**src/cartridge_bank_controller_macros.svh**
```systemverilog
`ifndef CARTRIDGE_BANK_CONTROLLER_MACROS_SVH
`define CARTRIDGE_BANK_CONTROLLER_MACROS_SVH

// same-cycle implication, checked outside reset
`define CBC_ASSERT_NOW(lbl, ante, cons, msg) \
	lbl: assert property (@(posedge clk) disable iff (!arst_n) (ante) |-> (cons)) else $error(msg);

// next-cycle implication, checked outside reset
`define CBC_ASSERT_NEXT(lbl, ante, cons, msg) \
	lbl: assert property (@(posedge clk) disable iff (!arst_n) (ante) |=> (cons)) else $error(msg);

`endif

```
**src/cbc_pkg.sv**
```systemverilog
`timescale 1ns / 1ps

package cbc_pkg;

	localparam int RTC_REG_COUNT_DEF = 8;

	localparam logic [2:0] KIND_NONE = 3'd0;
	localparam logic [2:0] KIND_MBC1 = 3'd1;
	localparam logic [2:0] KIND_MBC2 = 3'd2;
	localparam logic [2:0] KIND_MBC3 = 3'd3;
	localparam logic [2:0] KIND_MBC5 = 3'd4;

	localparam logic [2:0] TGT_INTERNAL = 3'd0;
	localparam logic [2:0] TGT_ROM      = 3'd1;
	localparam logic [2:0] TGT_RAM      = 3'd2;
	localparam logic [2:0] TGT_RTC      = 3'd3;
	localparam logic [2:0] TGT_NONE     = 3'd4;

	localparam logic OP_READ  = 1'b0;
	localparam logic OP_WRITE = 1'b1;

	localparam logic [1:0] CFG_KIND   = 2'd0;
	localparam logic [1:0] CFG_WINDOW = 2'd1;

	// mapper register ranges, by address bits 14:13 below 8000
	localparam logic [1:0] REG_RAM_EN  = 2'd0;
	localparam logic [1:0] REG_ROM_SEL = 2'd1;
	localparam logic [1:0] REG_RAM_SEL = 2'd2;
	localparam logic [1:0] REG_MODE    = 2'd3;

	typedef struct packed {
		logic        operation;
		logic [15:0] bus_address;
		logic [7:0]  write_byte;
	} in_item_t;

	typedef struct packed {
		logic [2:0]  target;
		logic [29:0] mapped_offset;
		logic [3:0]  ram_bank_out;
		logic [7:0]  store_byte;
		logic        internal_write;
		logic [7:0]  rtc_read_byte;
	} out_item_t;

	typedef struct packed {
		logic [15:0] rom_bank;
		logic        ram_enabled;
		logic [3:0]  ram_bank;
		logic        upper_rom_mode;
		logic        rtc_mapped;
		logic [2:0]  rtc_index;
		logic        rtc_frozen;
		logic        latch_armed;
	} bank_state_t;

	typedef struct packed {
		logic       en;
		logic [2:0] idx;
		logic [7:0] data;
	} rtc_wr_t;

endpackage

```
**src/cartridge_bank_controller.sv**
```systemverilog
`timescale 1ns / 1ps
// channel  signals                                   role
// in       in_valid, in_ready, in_data               bus access beat in
// out      out_valid, out_ready, out_data            mapping result beat out
// cfg      cfg_valid, cfg_ready, cfg_index, cfg_data register write, always ready
//
// one access per cycle unless out_ready stalls; input register, then result register
// bank state and clock bytes update as an access moves into the result register
// reset sets rom bank 1, clears other bank state, clock bytes, config regs, valid flags
// a stalled out channel holds the result; in_ready drops only when both stages are full
// and out_ready is low

`include "cartridge_bank_controller_macros.svh"

module cartridge_bank_controller #(
	parameter int RTC_REG_COUNT = cbc_pkg::RTC_REG_COUNT_DEF
) (
	input  logic               clk,
	input  logic               arst_n,
	input  logic               in_valid,
	output logic               in_ready,
	input  cbc_pkg::in_item_t  in_data,
	output logic               out_valid,
	input  logic               out_ready,
	output cbc_pkg::out_item_t out_data,
	input  logic               cfg_valid,
	output logic               cfg_ready,
	input  logic [1:0]         cfg_index,
	input  logic [13:0]        cfg_data
);

	logic [2:0]           controller_kind_q;
	logic [13:0]          ram_window_q;
	cbc_pkg::in_item_t    item_s1;
	logic                 valid_s1;
	cbc_pkg::out_item_t   res_s2;
	logic                 valid_s2;
	logic                 adv;
	cbc_pkg::bank_state_t state;
	cbc_pkg::bank_state_t state_nxt;
	cbc_pkg::rtc_wr_t     rtc_wr;
	cbc_pkg::out_item_t   result;
	logic [7:0]           rtc_rd_byte;

	assign cfg_ready = 1'b1;

	always_ff @(posedge clk or negedge arst_n) begin
		if (!arst_n) begin
			controller_kind_q <= cbc_pkg::KIND_NONE;
			ram_window_q      <= 14'd0;
		end else if (cfg_valid) begin
			case (cfg_index)
				cbc_pkg::CFG_KIND:   controller_kind_q <= cfg_data[2:0];
				cbc_pkg::CFG_WINDOW: ram_window_q      <= cfg_data;
				default: begin
				end
			endcase
		end
	end

	assign adv      = valid_s1 && (!valid_s2 || out_ready);
	assign in_ready = !valid_s1 || adv;

	always_ff @(posedge clk or negedge arst_n) begin
		if (!arst_n) begin
			valid_s1 <= 1'b0;
			valid_s2 <= 1'b0;
		end else begin
			if (in_ready) begin
				valid_s1 <= in_valid;
			end
			if (adv) begin
				valid_s2 <= 1'b1;
			end else if (out_ready) begin
				valid_s2 <= 1'b0;
			end
		end
	end

	always_ff @(posedge clk) begin
		if (in_valid && in_ready) begin
			item_s1 <= in_data;
		end
		if (adv) begin
			res_s2 <= result;
		end
	end

	cbc_bank_regs #(
		.RTC_REG_COUNT(RTC_REG_COUNT)
	) u_regs (
		.clk        (clk),
		.arst_n     (arst_n),
		.commit     (adv),
		.state_nxt  (state_nxt),
		.rtc_wr     (rtc_wr),
		.state      (state),
		.rtc_rd_byte(rtc_rd_byte)
	);

	cbc_map #(
		.RTC_REG_COUNT(RTC_REG_COUNT)
	) u_map (
		.item            (item_s1),
		.controller_kind (controller_kind_q),
		.ram_window_bytes(ram_window_q),
		.state           (state),
		.rtc_rd_byte     (rtc_rd_byte),
		.state_nxt       (state_nxt),
		.rtc_wr          (rtc_wr),
		.result          (result)
	);

	assign out_valid = valid_s2;
	assign out_data  = res_s2;

	`CBC_ASSERT_NEXT(a_adv_shows, adv, valid_s2, "advanced beat missing at result register")
	`CBC_ASSERT_NOW(a_empty_ready, !valid_s1, in_ready, "input stage empty but not ready")
	`CBC_ASSERT_NOW(a_iw_target, valid_s2 && res_s2.internal_write,
		res_s2.target != cbc_pkg::TGT_ROM && res_s2.target != cbc_pkg::TGT_NONE,
		"internal write with rom or register target")
	`CBC_ASSERT_NOW(a_rtc_byte, valid_s2 && res_s2.rtc_read_byte != 8'd0,
		res_s2.target == cbc_pkg::TGT_RTC, "clock byte returned outside clock target")

endmodule

```
**src/cbc_bank_regs.sv**
```systemverilog
`timescale 1ns / 1ps

module cbc_bank_regs #(
	parameter int RTC_REG_COUNT = cbc_pkg::RTC_REG_COUNT_DEF
) (
	input  logic                clk,
	input  logic                arst_n,
	input  logic                commit,
	input  cbc_pkg::bank_state_t state_nxt,
	input  cbc_pkg::rtc_wr_t     rtc_wr,
	output cbc_pkg::bank_state_t state,
	output logic [7:0]          rtc_rd_byte
);

	localparam int IDX_W = $clog2(RTC_REG_COUNT);

	cbc_pkg::bank_state_t state_q;
	logic [7:0]           rtc_bytes_q [RTC_REG_COUNT];
	logic                 rd_present;

	always_ff @(posedge clk or negedge arst_n) begin
		if (!arst_n) begin
			state_q.rom_bank       <= 16'd1;
			state_q.ram_enabled    <= 1'b0;
			state_q.ram_bank       <= 4'd0;
			state_q.upper_rom_mode <= 1'b0;
			state_q.rtc_mapped     <= 1'b0;
			state_q.rtc_index      <= 3'd0;
			state_q.rtc_frozen     <= 1'b0;
			state_q.latch_armed    <= 1'b0;
		end else if (commit) begin
			state_q <= state_nxt;
		end
	end

	always_ff @(posedge clk or negedge arst_n) begin
		if (!arst_n) begin
			for (int i = 0; i < RTC_REG_COUNT; i++) begin
				rtc_bytes_q[i] <= 8'd0;
			end
		end else if (commit && rtc_wr.en) begin
			rtc_bytes_q[rtc_wr.idx[IDX_W-1:0]] <= rtc_wr.data;
		end
	end

	// absent clock registers read as all ones
	assign rd_present  = {1'b0, state_q.rtc_index} < 4'(RTC_REG_COUNT);
	assign rtc_rd_byte = rd_present ? rtc_bytes_q[state_q.rtc_index[IDX_W-1:0]] : 8'hff;
	assign state       = state_q;

endmodule

```
**src/cbc_map.sv**
```systemverilog
`timescale 1ns / 1ps

module cbc_map #(
	parameter int RTC_REG_COUNT = cbc_pkg::RTC_REG_COUNT_DEF
) (
	input  cbc_pkg::in_item_t    item,
	input  logic [2:0]          controller_kind,
	input  logic [13:0]         ram_window_bytes,
	input  cbc_pkg::bank_state_t state,
	input  logic [7:0]          rtc_rd_byte,
	output cbc_pkg::bank_state_t state_nxt,
	output cbc_pkg::rtc_wr_t     rtc_wr,
	output cbc_pkg::out_item_t   result
);

	logic [2:0]  kind;
	logic [15:0] a;
	logic [7:0]  v;
	logic        in_win;
	logic        in_window;
	logic        rtc_present;
	logic        rtc_sel;
	logic [7:0]  bank_lo;

	always_comb begin
		kind        = (controller_kind > cbc_pkg::KIND_MBC5) ? cbc_pkg::KIND_NONE : controller_kind;
		a           = item.bus_address;
		v           = item.write_byte;
		in_win      = (a[15:13] == 3'b101) && state.ram_enabled && (kind != cbc_pkg::KIND_NONE);
		in_window   = {1'b0, a[12:0]} < ram_window_bytes;
		rtc_present = {1'b0, state.rtc_index} < 4'(RTC_REG_COUNT);
		rtc_sel     = (kind == cbc_pkg::KIND_MBC3) && state.rtc_mapped;
		bank_lo     = (v == 8'd0) ? 8'd1 : v;

		state_nxt = state;
		rtc_wr    = '0;
		rtc_wr.idx  = state.rtc_index;
		rtc_wr.data = v;

		result                = '0;
		result.target         = cbc_pkg::TGT_INTERNAL;
		result.mapped_offset  = {14'd0, a};

		if (item.operation == cbc_pkg::OP_WRITE) begin
			if (a[15]) begin
				result.internal_write = 1'b1;
				result.store_byte     = v;
				if (in_win) begin
					if (rtc_sel) begin
						if (!state.rtc_frozen && rtc_present) begin
							rtc_wr.en            = 1'b1;
							result.target        = cbc_pkg::TGT_RTC;
							result.mapped_offset = {27'd0, state.rtc_index};
						end
					end else if (in_window) begin
						if (kind == cbc_pkg::KIND_MBC2) begin
							result.store_byte = {4'd0, v[3:0]};
						end
						result.target        = cbc_pkg::TGT_RAM;
						result.mapped_offset = {17'd0, a[12:0]};
					end
				end
			end else begin
				result.target        = cbc_pkg::TGT_NONE;
				result.mapped_offset = '0;
				if (kind != cbc_pkg::KIND_NONE) begin
					case (a[14:13])
						cbc_pkg::REG_RAM_EN: begin
							if (!(kind == cbc_pkg::KIND_MBC2 && a[8])) begin
								state_nxt.ram_enabled = (v[3:0] == 4'ha);
							end
						end
						cbc_pkg::REG_ROM_SEL: begin
							case (kind)
								cbc_pkg::KIND_MBC1: begin
									state_nxt.rom_bank = {9'd0, state.rom_bank[6:5],
										(v[4:0] == 5'd0) ? 5'd1 : v[4:0]};
								end
								cbc_pkg::KIND_MBC2: begin
									if (a[8]) begin
										state_nxt.rom_bank = {12'd0,
											(v[3:0] == 4'd0) ? 4'd1 : v[3:0]};
									end
								end
								cbc_pkg::KIND_MBC3: begin
									state_nxt.rom_bank = {8'd0, bank_lo};
								end
								default: begin
									if (!a[12]) begin
										state_nxt.rom_bank = {state.rom_bank[15:8], v};
									end else begin
										state_nxt.rom_bank = {v, state.rom_bank[7:0]};
									end
								end
							endcase
						end
						cbc_pkg::REG_RAM_SEL: begin
							case (kind)
								cbc_pkg::KIND_MBC1: begin
									if (state.upper_rom_mode) begin
										state_nxt.rom_bank = {9'd0, v[1:0], state.rom_bank[4:0]};
									end else begin
										state_nxt.ram_bank = {2'd0, v[1:0]};
									end
								end
								cbc_pkg::KIND_MBC3: begin
									if (v[7:3] != 5'd0) begin
										state_nxt.rtc_mapped = 1'b1;
										state_nxt.rtc_index  = v[2:0];
									end else begin
										state_nxt.rtc_mapped = 1'b0;
										state_nxt.ram_bank   = v[3:0];
									end
								end
								cbc_pkg::KIND_MBC5: begin
									state_nxt.ram_bank = v[3:0];
								end
								default: begin
								end
							endcase
						end
						default: begin
							case (kind)
								cbc_pkg::KIND_MBC1: begin
									state_nxt.upper_rom_mode = ~v[0];
								end
								cbc_pkg::KIND_MBC3: begin
									if (state.latch_armed && v == 8'd1) begin
										state_nxt.latch_armed = 1'b0;
										state_nxt.rtc_frozen  = ~state.rtc_frozen;
									end else if (v == 8'd0) begin
										state_nxt.latch_armed = 1'b1;
									end
								end
								default: begin
								end
							endcase
						end
					endcase
				end
			end
		end else if (kind != cbc_pkg::KIND_NONE) begin
			if (a[15:14] == 2'b01) begin
				result.target        = cbc_pkg::TGT_ROM;
				result.mapped_offset = {state.rom_bank, a[13:0]};
			end else if (in_win) begin
				if (rtc_sel) begin
					result.target        = cbc_pkg::TGT_RTC;
					result.mapped_offset = {27'd0, state.rtc_index};
					result.rtc_read_byte = rtc_rd_byte;
				end else if (in_window) begin
					result.target        = cbc_pkg::TGT_RAM;
					result.mapped_offset = {17'd0, a[12:0]};
				end
			end
		end

		result.ram_bank_out = state_nxt.ram_bank;
	end

endmodule
```
**config.mk**
```make
export PLATFORM = sky130hd
export DESIGN_NAME = cartridge_bank_controller
export DESIGN_NICKNAME = d
export VERILOG_FILES = /design/src/cbc_pkg.sv /design/src/cartridge_bank_controller.sv /design/src/cbc_bank_regs.sv /design/src/cbc_map.sv
export VERILOG_INCLUDE_DIRS = /design/src /design/src/src
export SDC_FILE = /design/constraint.sdc
export NUM_CORES = 1
export LEC_CHECK = 0
export BUFFER_PORTS_ARGS = -buffer_cell sky130_fd_sc_hd__buf_2
export CAP_MARGIN = 20
export CORE_UTILIZATION = 40
export DETAILED_ROUTE_END_ITERATION = 10
export HOLD_SLACK_MARGIN = 0.1
export PLACE_DENSITY = 0.61
export SETUP_SLACK_MARGIN = 0.05
export SYNTH_ARGS = -nofsm -noshare
export SYNTH_HDL_FRONTEND = slang
export SYNTH_HIERARCHICAL = 1
export SYNTH_SLANG_ARGS = --single-unit
```
**constraint.sdc**
```tcl
create_clock -name clk -period 4.6 [get_ports clk]
set_input_delay 1.15 -clock clk [delete_from_list [all_inputs] [get_ports clk]]
set_output_delay 1.15 -clock clk [all_outputs]
set_load 0.03 [all_outputs]
```
==> impl_results.html <==
<table>
<tr><th>Metric</th><th>Value</th></tr>
<tr><th colspan="2">Status</th></tr>
<tr><td>Run status</td><td>finished with violations</td></tr>
<tr><td>Violations in the final reports</td><td>design-rule violations</td></tr>
<tr><th colspan="2">STA</th></tr>
<tr><td>Max-slew violations</td><td>0</td></tr>
<tr><td>Transition time of the tightest slew-check pin</td><td>994.1 ps</td></tr>
<tr><td>Final number of hold-violating endpoints</td><td>0</td></tr>
<tr><td>Shortest period the worst path allows</td><td>approximately 3200 ps</td></tr>
<tr><td>Share of the clock period used by the worst path after layout</td><td>between 60% and 70%</td></tr>
<tr><td>Unrepaired setup endpoints after global routing</td><td>false</td></tr>
<tr><td>Relative slew slack</td><td>between 30 and 40%</td></tr>
<tr><td>Setup clock skew after layout</td><td>approximately 12 ps</td></tr>
<tr><td>Highest achievable clock rate</td><td>about 0.32 GHz</td></tr>
<tr><td>Total Negative Setup Slacks</td><td>0 ps</td></tr>
<tr><td>Tightest hold margin</td><td>496.8 ps</td></tr>
<tr><td>Number of endpoints failing setup at the final stage</td><td>0</td></tr>
<tr><th colspan="2">Setup path</th></tr>
<tr><td>Critical path peak fanout</td><td>18</td></tr>
<tr><td>Category of the worst setup path capture point</td><td>flip-flop</td></tr>
<tr><td>CP required</td><td>4910 ps</td></tr>
<tr><td>Arrival time reported for the critical path endpoint</td><td>~3500 ps</td></tr>
<tr><td>Kind of critical path</td><td>flip-flop to flip-flop</td></tr>
<tr><td>Startpoint of the worst setup timing path</td><td>controller_kind_q[1]$_DFFE_PN0P_</td></tr>
<tr><td>Startpoint of the lowest-slack register-to-register path</td><td>controller_kind_q[1]$_DFFE_PN0P_</td></tr>
<tr><td>R2r worst-path depth</td><td>6</td></tr>
<tr><td>CP Launch Type</td><td>flip-flop</td></tr>
<tr><th colspan="2">CTS</th></tr>
<tr><td>Buffers inserted during post-CTS setup optimization</td><td>0</td></tr>
<tr><td>Clock root buffer</td><td>clkbuf_16</td></tr>
<tr><td>Hold-fix buffers, CTS</td><td>0</td></tr>
<tr><td>Max clock buf depth</td><td>2</td></tr>
<tr><td>Number of levels in the clock H-tree</td><td>4</td></tr>
<tr><td>Clock tree from TritonCTS</td><td>yes</td></tr>
<tr><td>Clock slew at reported path FFs</td><td>around 70 ps</td></tr>
<tr><td>Latest clock arrival within the worst-skew pair</td><td>roughly 430 ps</td></tr>
<tr><td>CTS Sinks</td><td>190</td></tr>
<tr><td>Number of buffers created by CTS</td><td>17</td></tr>
<tr><td>Resized Gates After CTS</td><td>0</td></tr>
<tr><th colspan="2">Detailed routing</th></tr>
<tr><td>DRC violation total after the first TritonRoute iteration</td><td>313</td></tr>
<tr><td>Detail Route Antenna Nets</td><td>0</td></tr>
<tr><td>Pre-Repair DR Iteration Count</td><td>8</td></tr>
<tr><td>Wire per inst</td><td>around 20 um</td></tr>
<tr><td>DRC errors left</td><td>13</td></tr>
<tr><td>Vias/cell</td><td>5.383</td></tr>
<tr><td>Post-detailed-routing wire length</td><td>around 20 mm</td></tr>
<tr><td>Total via count in the routed design</td><td>5464</td></tr>
<tr><th colspan="2">Pwr</th></tr>
<tr><td>Worst vdd ir</td><td>about 0.26 mV</td></tr>
<tr><td>Leakage component of the power</td><td>around 4.6 nW</td></tr>
<tr><td>PD cells</td><td>about 420 nW/um^2</td></tr>
<tr><th colspan="2">Place</th></tr>
<tr><td>Final weighted congestion in routability-driven placement</td><td>roughly 0.89</td></tr>
<tr><td>Sum of net half-perimeters after detailed placement</td><td>approximately 14 mm</td></tr>
<tr><td>Post-Place Cells</td><td>approximately 980</td></tr>
<tr><td>Number of buffer cells added on primary ports</td><td>approximately 100</td></tr>
<tr><th colspan="2">Synthesis</th></tr>
<tr><td>Synth area leaders</td><td>dfrtp_1 31%, edfxtp_1 26%, mux2_2 13%</td></tr>
<tr><td>Post-synthesis net count</td><td>about 700</td></tr>
<tr><td>Number of distinct standard cells referenced by the synthesized netlist</td><td>67</td></tr>
<tr><td>Count of flip-flops with a built-in enable after synthesis</td><td>between 70 and 80</td></tr>
<tr><td>Async SR Flop Fraction</td><td>between 50 and 60%</td></tr>
<tr><td>Area share of the largest cell type after synthesis</td><td>roughly 30%</td></tr>
<tr><td>FF+latch count, synth</td><td>190</td></tr>
<tr><td>Synth Warn #</td><td>6</td></tr>
<tr><td>Register area share after synthesis</td><td>57.28%</td></tr>
<tr><td>Cell type with the highest aggregate area in the netlist</td><td>dfrtp_1</td></tr>
<tr><td>Cell count after synthesis</td><td>roughly 640</td></tr>
<tr><td>Post-synthesis instance area</td><td>8994 sq um</td></tr>
<tr><td>Mean Syn Cell Area</td><td>around 14 sq um</td></tr>
<tr><td>Main flop type after synthesis</td><td>dfrtp_1</td></tr>
<tr><th colspan="2">Floorplanning</th></tr>
<tr><td>Core ar.</td><td>21960 sq um</td></tr>
<tr><td>Height of the die</td><td>roughly 150 um</td></tr>
<tr><td>Ports</td><td>slightly above 100</td></tr>
<tr><td>Chip Width</td><td>around 150 um</td></tr>
<tr><td>Area of the die</td><td>roughly 23000 sq um</td></tr>
<tr><td>Initial Utilization</td><td>between 40% and 50%</td></tr>
<tr><td>Number of core rows</td><td>54</td></tr>
<tr><th colspan="2">Global routing</th></tr>
<tr><td>Global-route wire length before repair</td><td>~32 mm</td></tr>
<tr><td>Antenna violations before repair</td><td>0</td></tr>
<tr><td>Number of global-route vias before repair</td><td>5747</td></tr>
<tr><td>Total grt overflow</td><td>0</td></tr>
<tr><td>Maximum number of pins on one net before global-route repair</td><td>73</td></tr>
<tr><td>Overall Global Routing Usage</td><td>17.81%</td></tr>
<tr><th colspan="2">Final layout</th></tr>
<tr><td>Post-layout utilization of the core</td><td>a little under half</td></tr>
<tr><td>Commonest non-fill, non-tap cell in the layout</td><td>dfrtp_1</td></tr>
<tr><td>Count of inserted antenna diode cells</td><td>0</td></tr>
<tr><td>Layout Cells excl Fill</td><td>~1000</td></tr>
<tr><td>Final Net Count</td><td>slightly below 800</td></tr>
<tr><td>Leading cell types in the layout, fill and taps excluded</td><td>110 x dfrtp_1, 107 x mux2_2, 100 x buf_2</td></tr>
<tr><td>Share of post-route cells with drive strength above 1</td><td>37.69%</td></tr>
<tr><td>Synthesis-to-finish area growth</td><td>13.45%</td></tr>
<tr><th colspan="2">Run</th></tr>
<tr><td>MaxCap Viol Count</td><td>0</td></tr>
<tr><th colspan="2">Min path</th></tr>
<tr><td>Path class of the lowest-slack min-delay path</td><td>flip-flop to flip-flop</td></tr>
<tr><td>Worst min-delay path startpoint</td><td>ram_window_q[7]$_DFFE_PN0P_</td></tr>
<tr><td>Worst hold path cell count</td><td>1</td></tr>
</table>
registers in the layout, summed over array words and instances (netlist names):
signal              count
u_regs/state           28
u_regs/rtc_bytes_q     64
out_data               54
out_valid               1
item_s1                25
valid_s1                1
controller_kind_q       3
ram_window_q           14
cells in the mapped netlist, drive strengths merged (2+ instances only):
cell	instances
mux2	123
dfrtp	110
edfxtp	79
and2	37
nand2	35
buf	33
inv	20
o21ai	19
nor2	18
a21oi	17
ha	16
mux4	16
nand2b	14
nand3	10
a22o	9
clkbuf	7
and3	6
a21o	5
nor3b	5
a211oi	4
a22oi	4
nor3	4
or2	4
and3b	3
nand3b	3
nand4	3
or3	3
a221o	2
a31oi	2
and4b	2
nor4	2
o221ai	2
o2bb2ai	2
o32ai	2
or3b	2
cells by family after synthesis:
kind of cell | share of synthesized area [%]
mux | 20.60
buf+inv | 3.895
flops | 57.28
compound gates | 5.746
other cells | 0.04170
fa+ha+maj | 2.226
xor+xnor | 0.09740
simple gates | 10.11
through the flow:
| stage | total power, mW | instance area (sq um) | worst slack [ps] |
|---|---|---|---|
| after floorplan | 2.658 | 8994 | 666.4 |
| after global placement | 2.791 | 9617 | 1587 |
| after detailed placement | 2.816 | 9617 | 1464 |
| after CTS | 4.293 | 10200 | 1450 |
| after global routing | 4.448 | 10200 | 1248 |
| final | 4.262 | 10200 | 1444 |
layout make-up:
class	instances	area [sq um]
Sequential cell	190	5151
Timing Repair Buffer	106	545.5
Fill cell	1942	11760
Clock inverter	8	105.1
Multi-Input combinational cell	387	3495
Inverter	20	75.07
Clock buffer	24	481.7
Tap cell	280	350.3
routing by layer:
metal	vias up	GRT usage (%)	wire length [um]
met3	31	3.537	700
li1	2509	-	-
met1	2799	22.40	8748
met2	125	30.45	10030
met4	0	6.608	398
met5	-	0	0
worst max-delay path, cell delays in order, from the launching register on:
cell and delay [ps]:
dfrtp_1 650, and3b_1 400, nand3_1 230, nor3b_1 440, nand3_1 280, or3_1 670, mux2_2 370
worst paths after layout:
path	endpoint	slack (ps)
worst max-delay path	u_regs/rtc_bytes_q[52]$_DFFE_PN0P_	1440
worst min-delay path	ram_window_q[7]$_DFFE_PN0P_	500
worst max register to register	u_regs/rtc_bytes_q[52]$_DFFE_PN0P_	1440
worst min register to register	ram_window_q[7]$_DFFE_PN0P_	500
max in group asynchronous	u_regs/state[12]$_DFFE_PN1P_	2850
min in group asynchronous	u_regs/rtc_bytes_q[57]$_DFFE_PN0P_	830
report_power, final:
group	internal (mW)	switching (mW)
sequential	1.94	0.199
clock	0.850	0.629
combinational	0.304	0.336
total	3.10	1.16
Power figures use the tool's default switching activity.
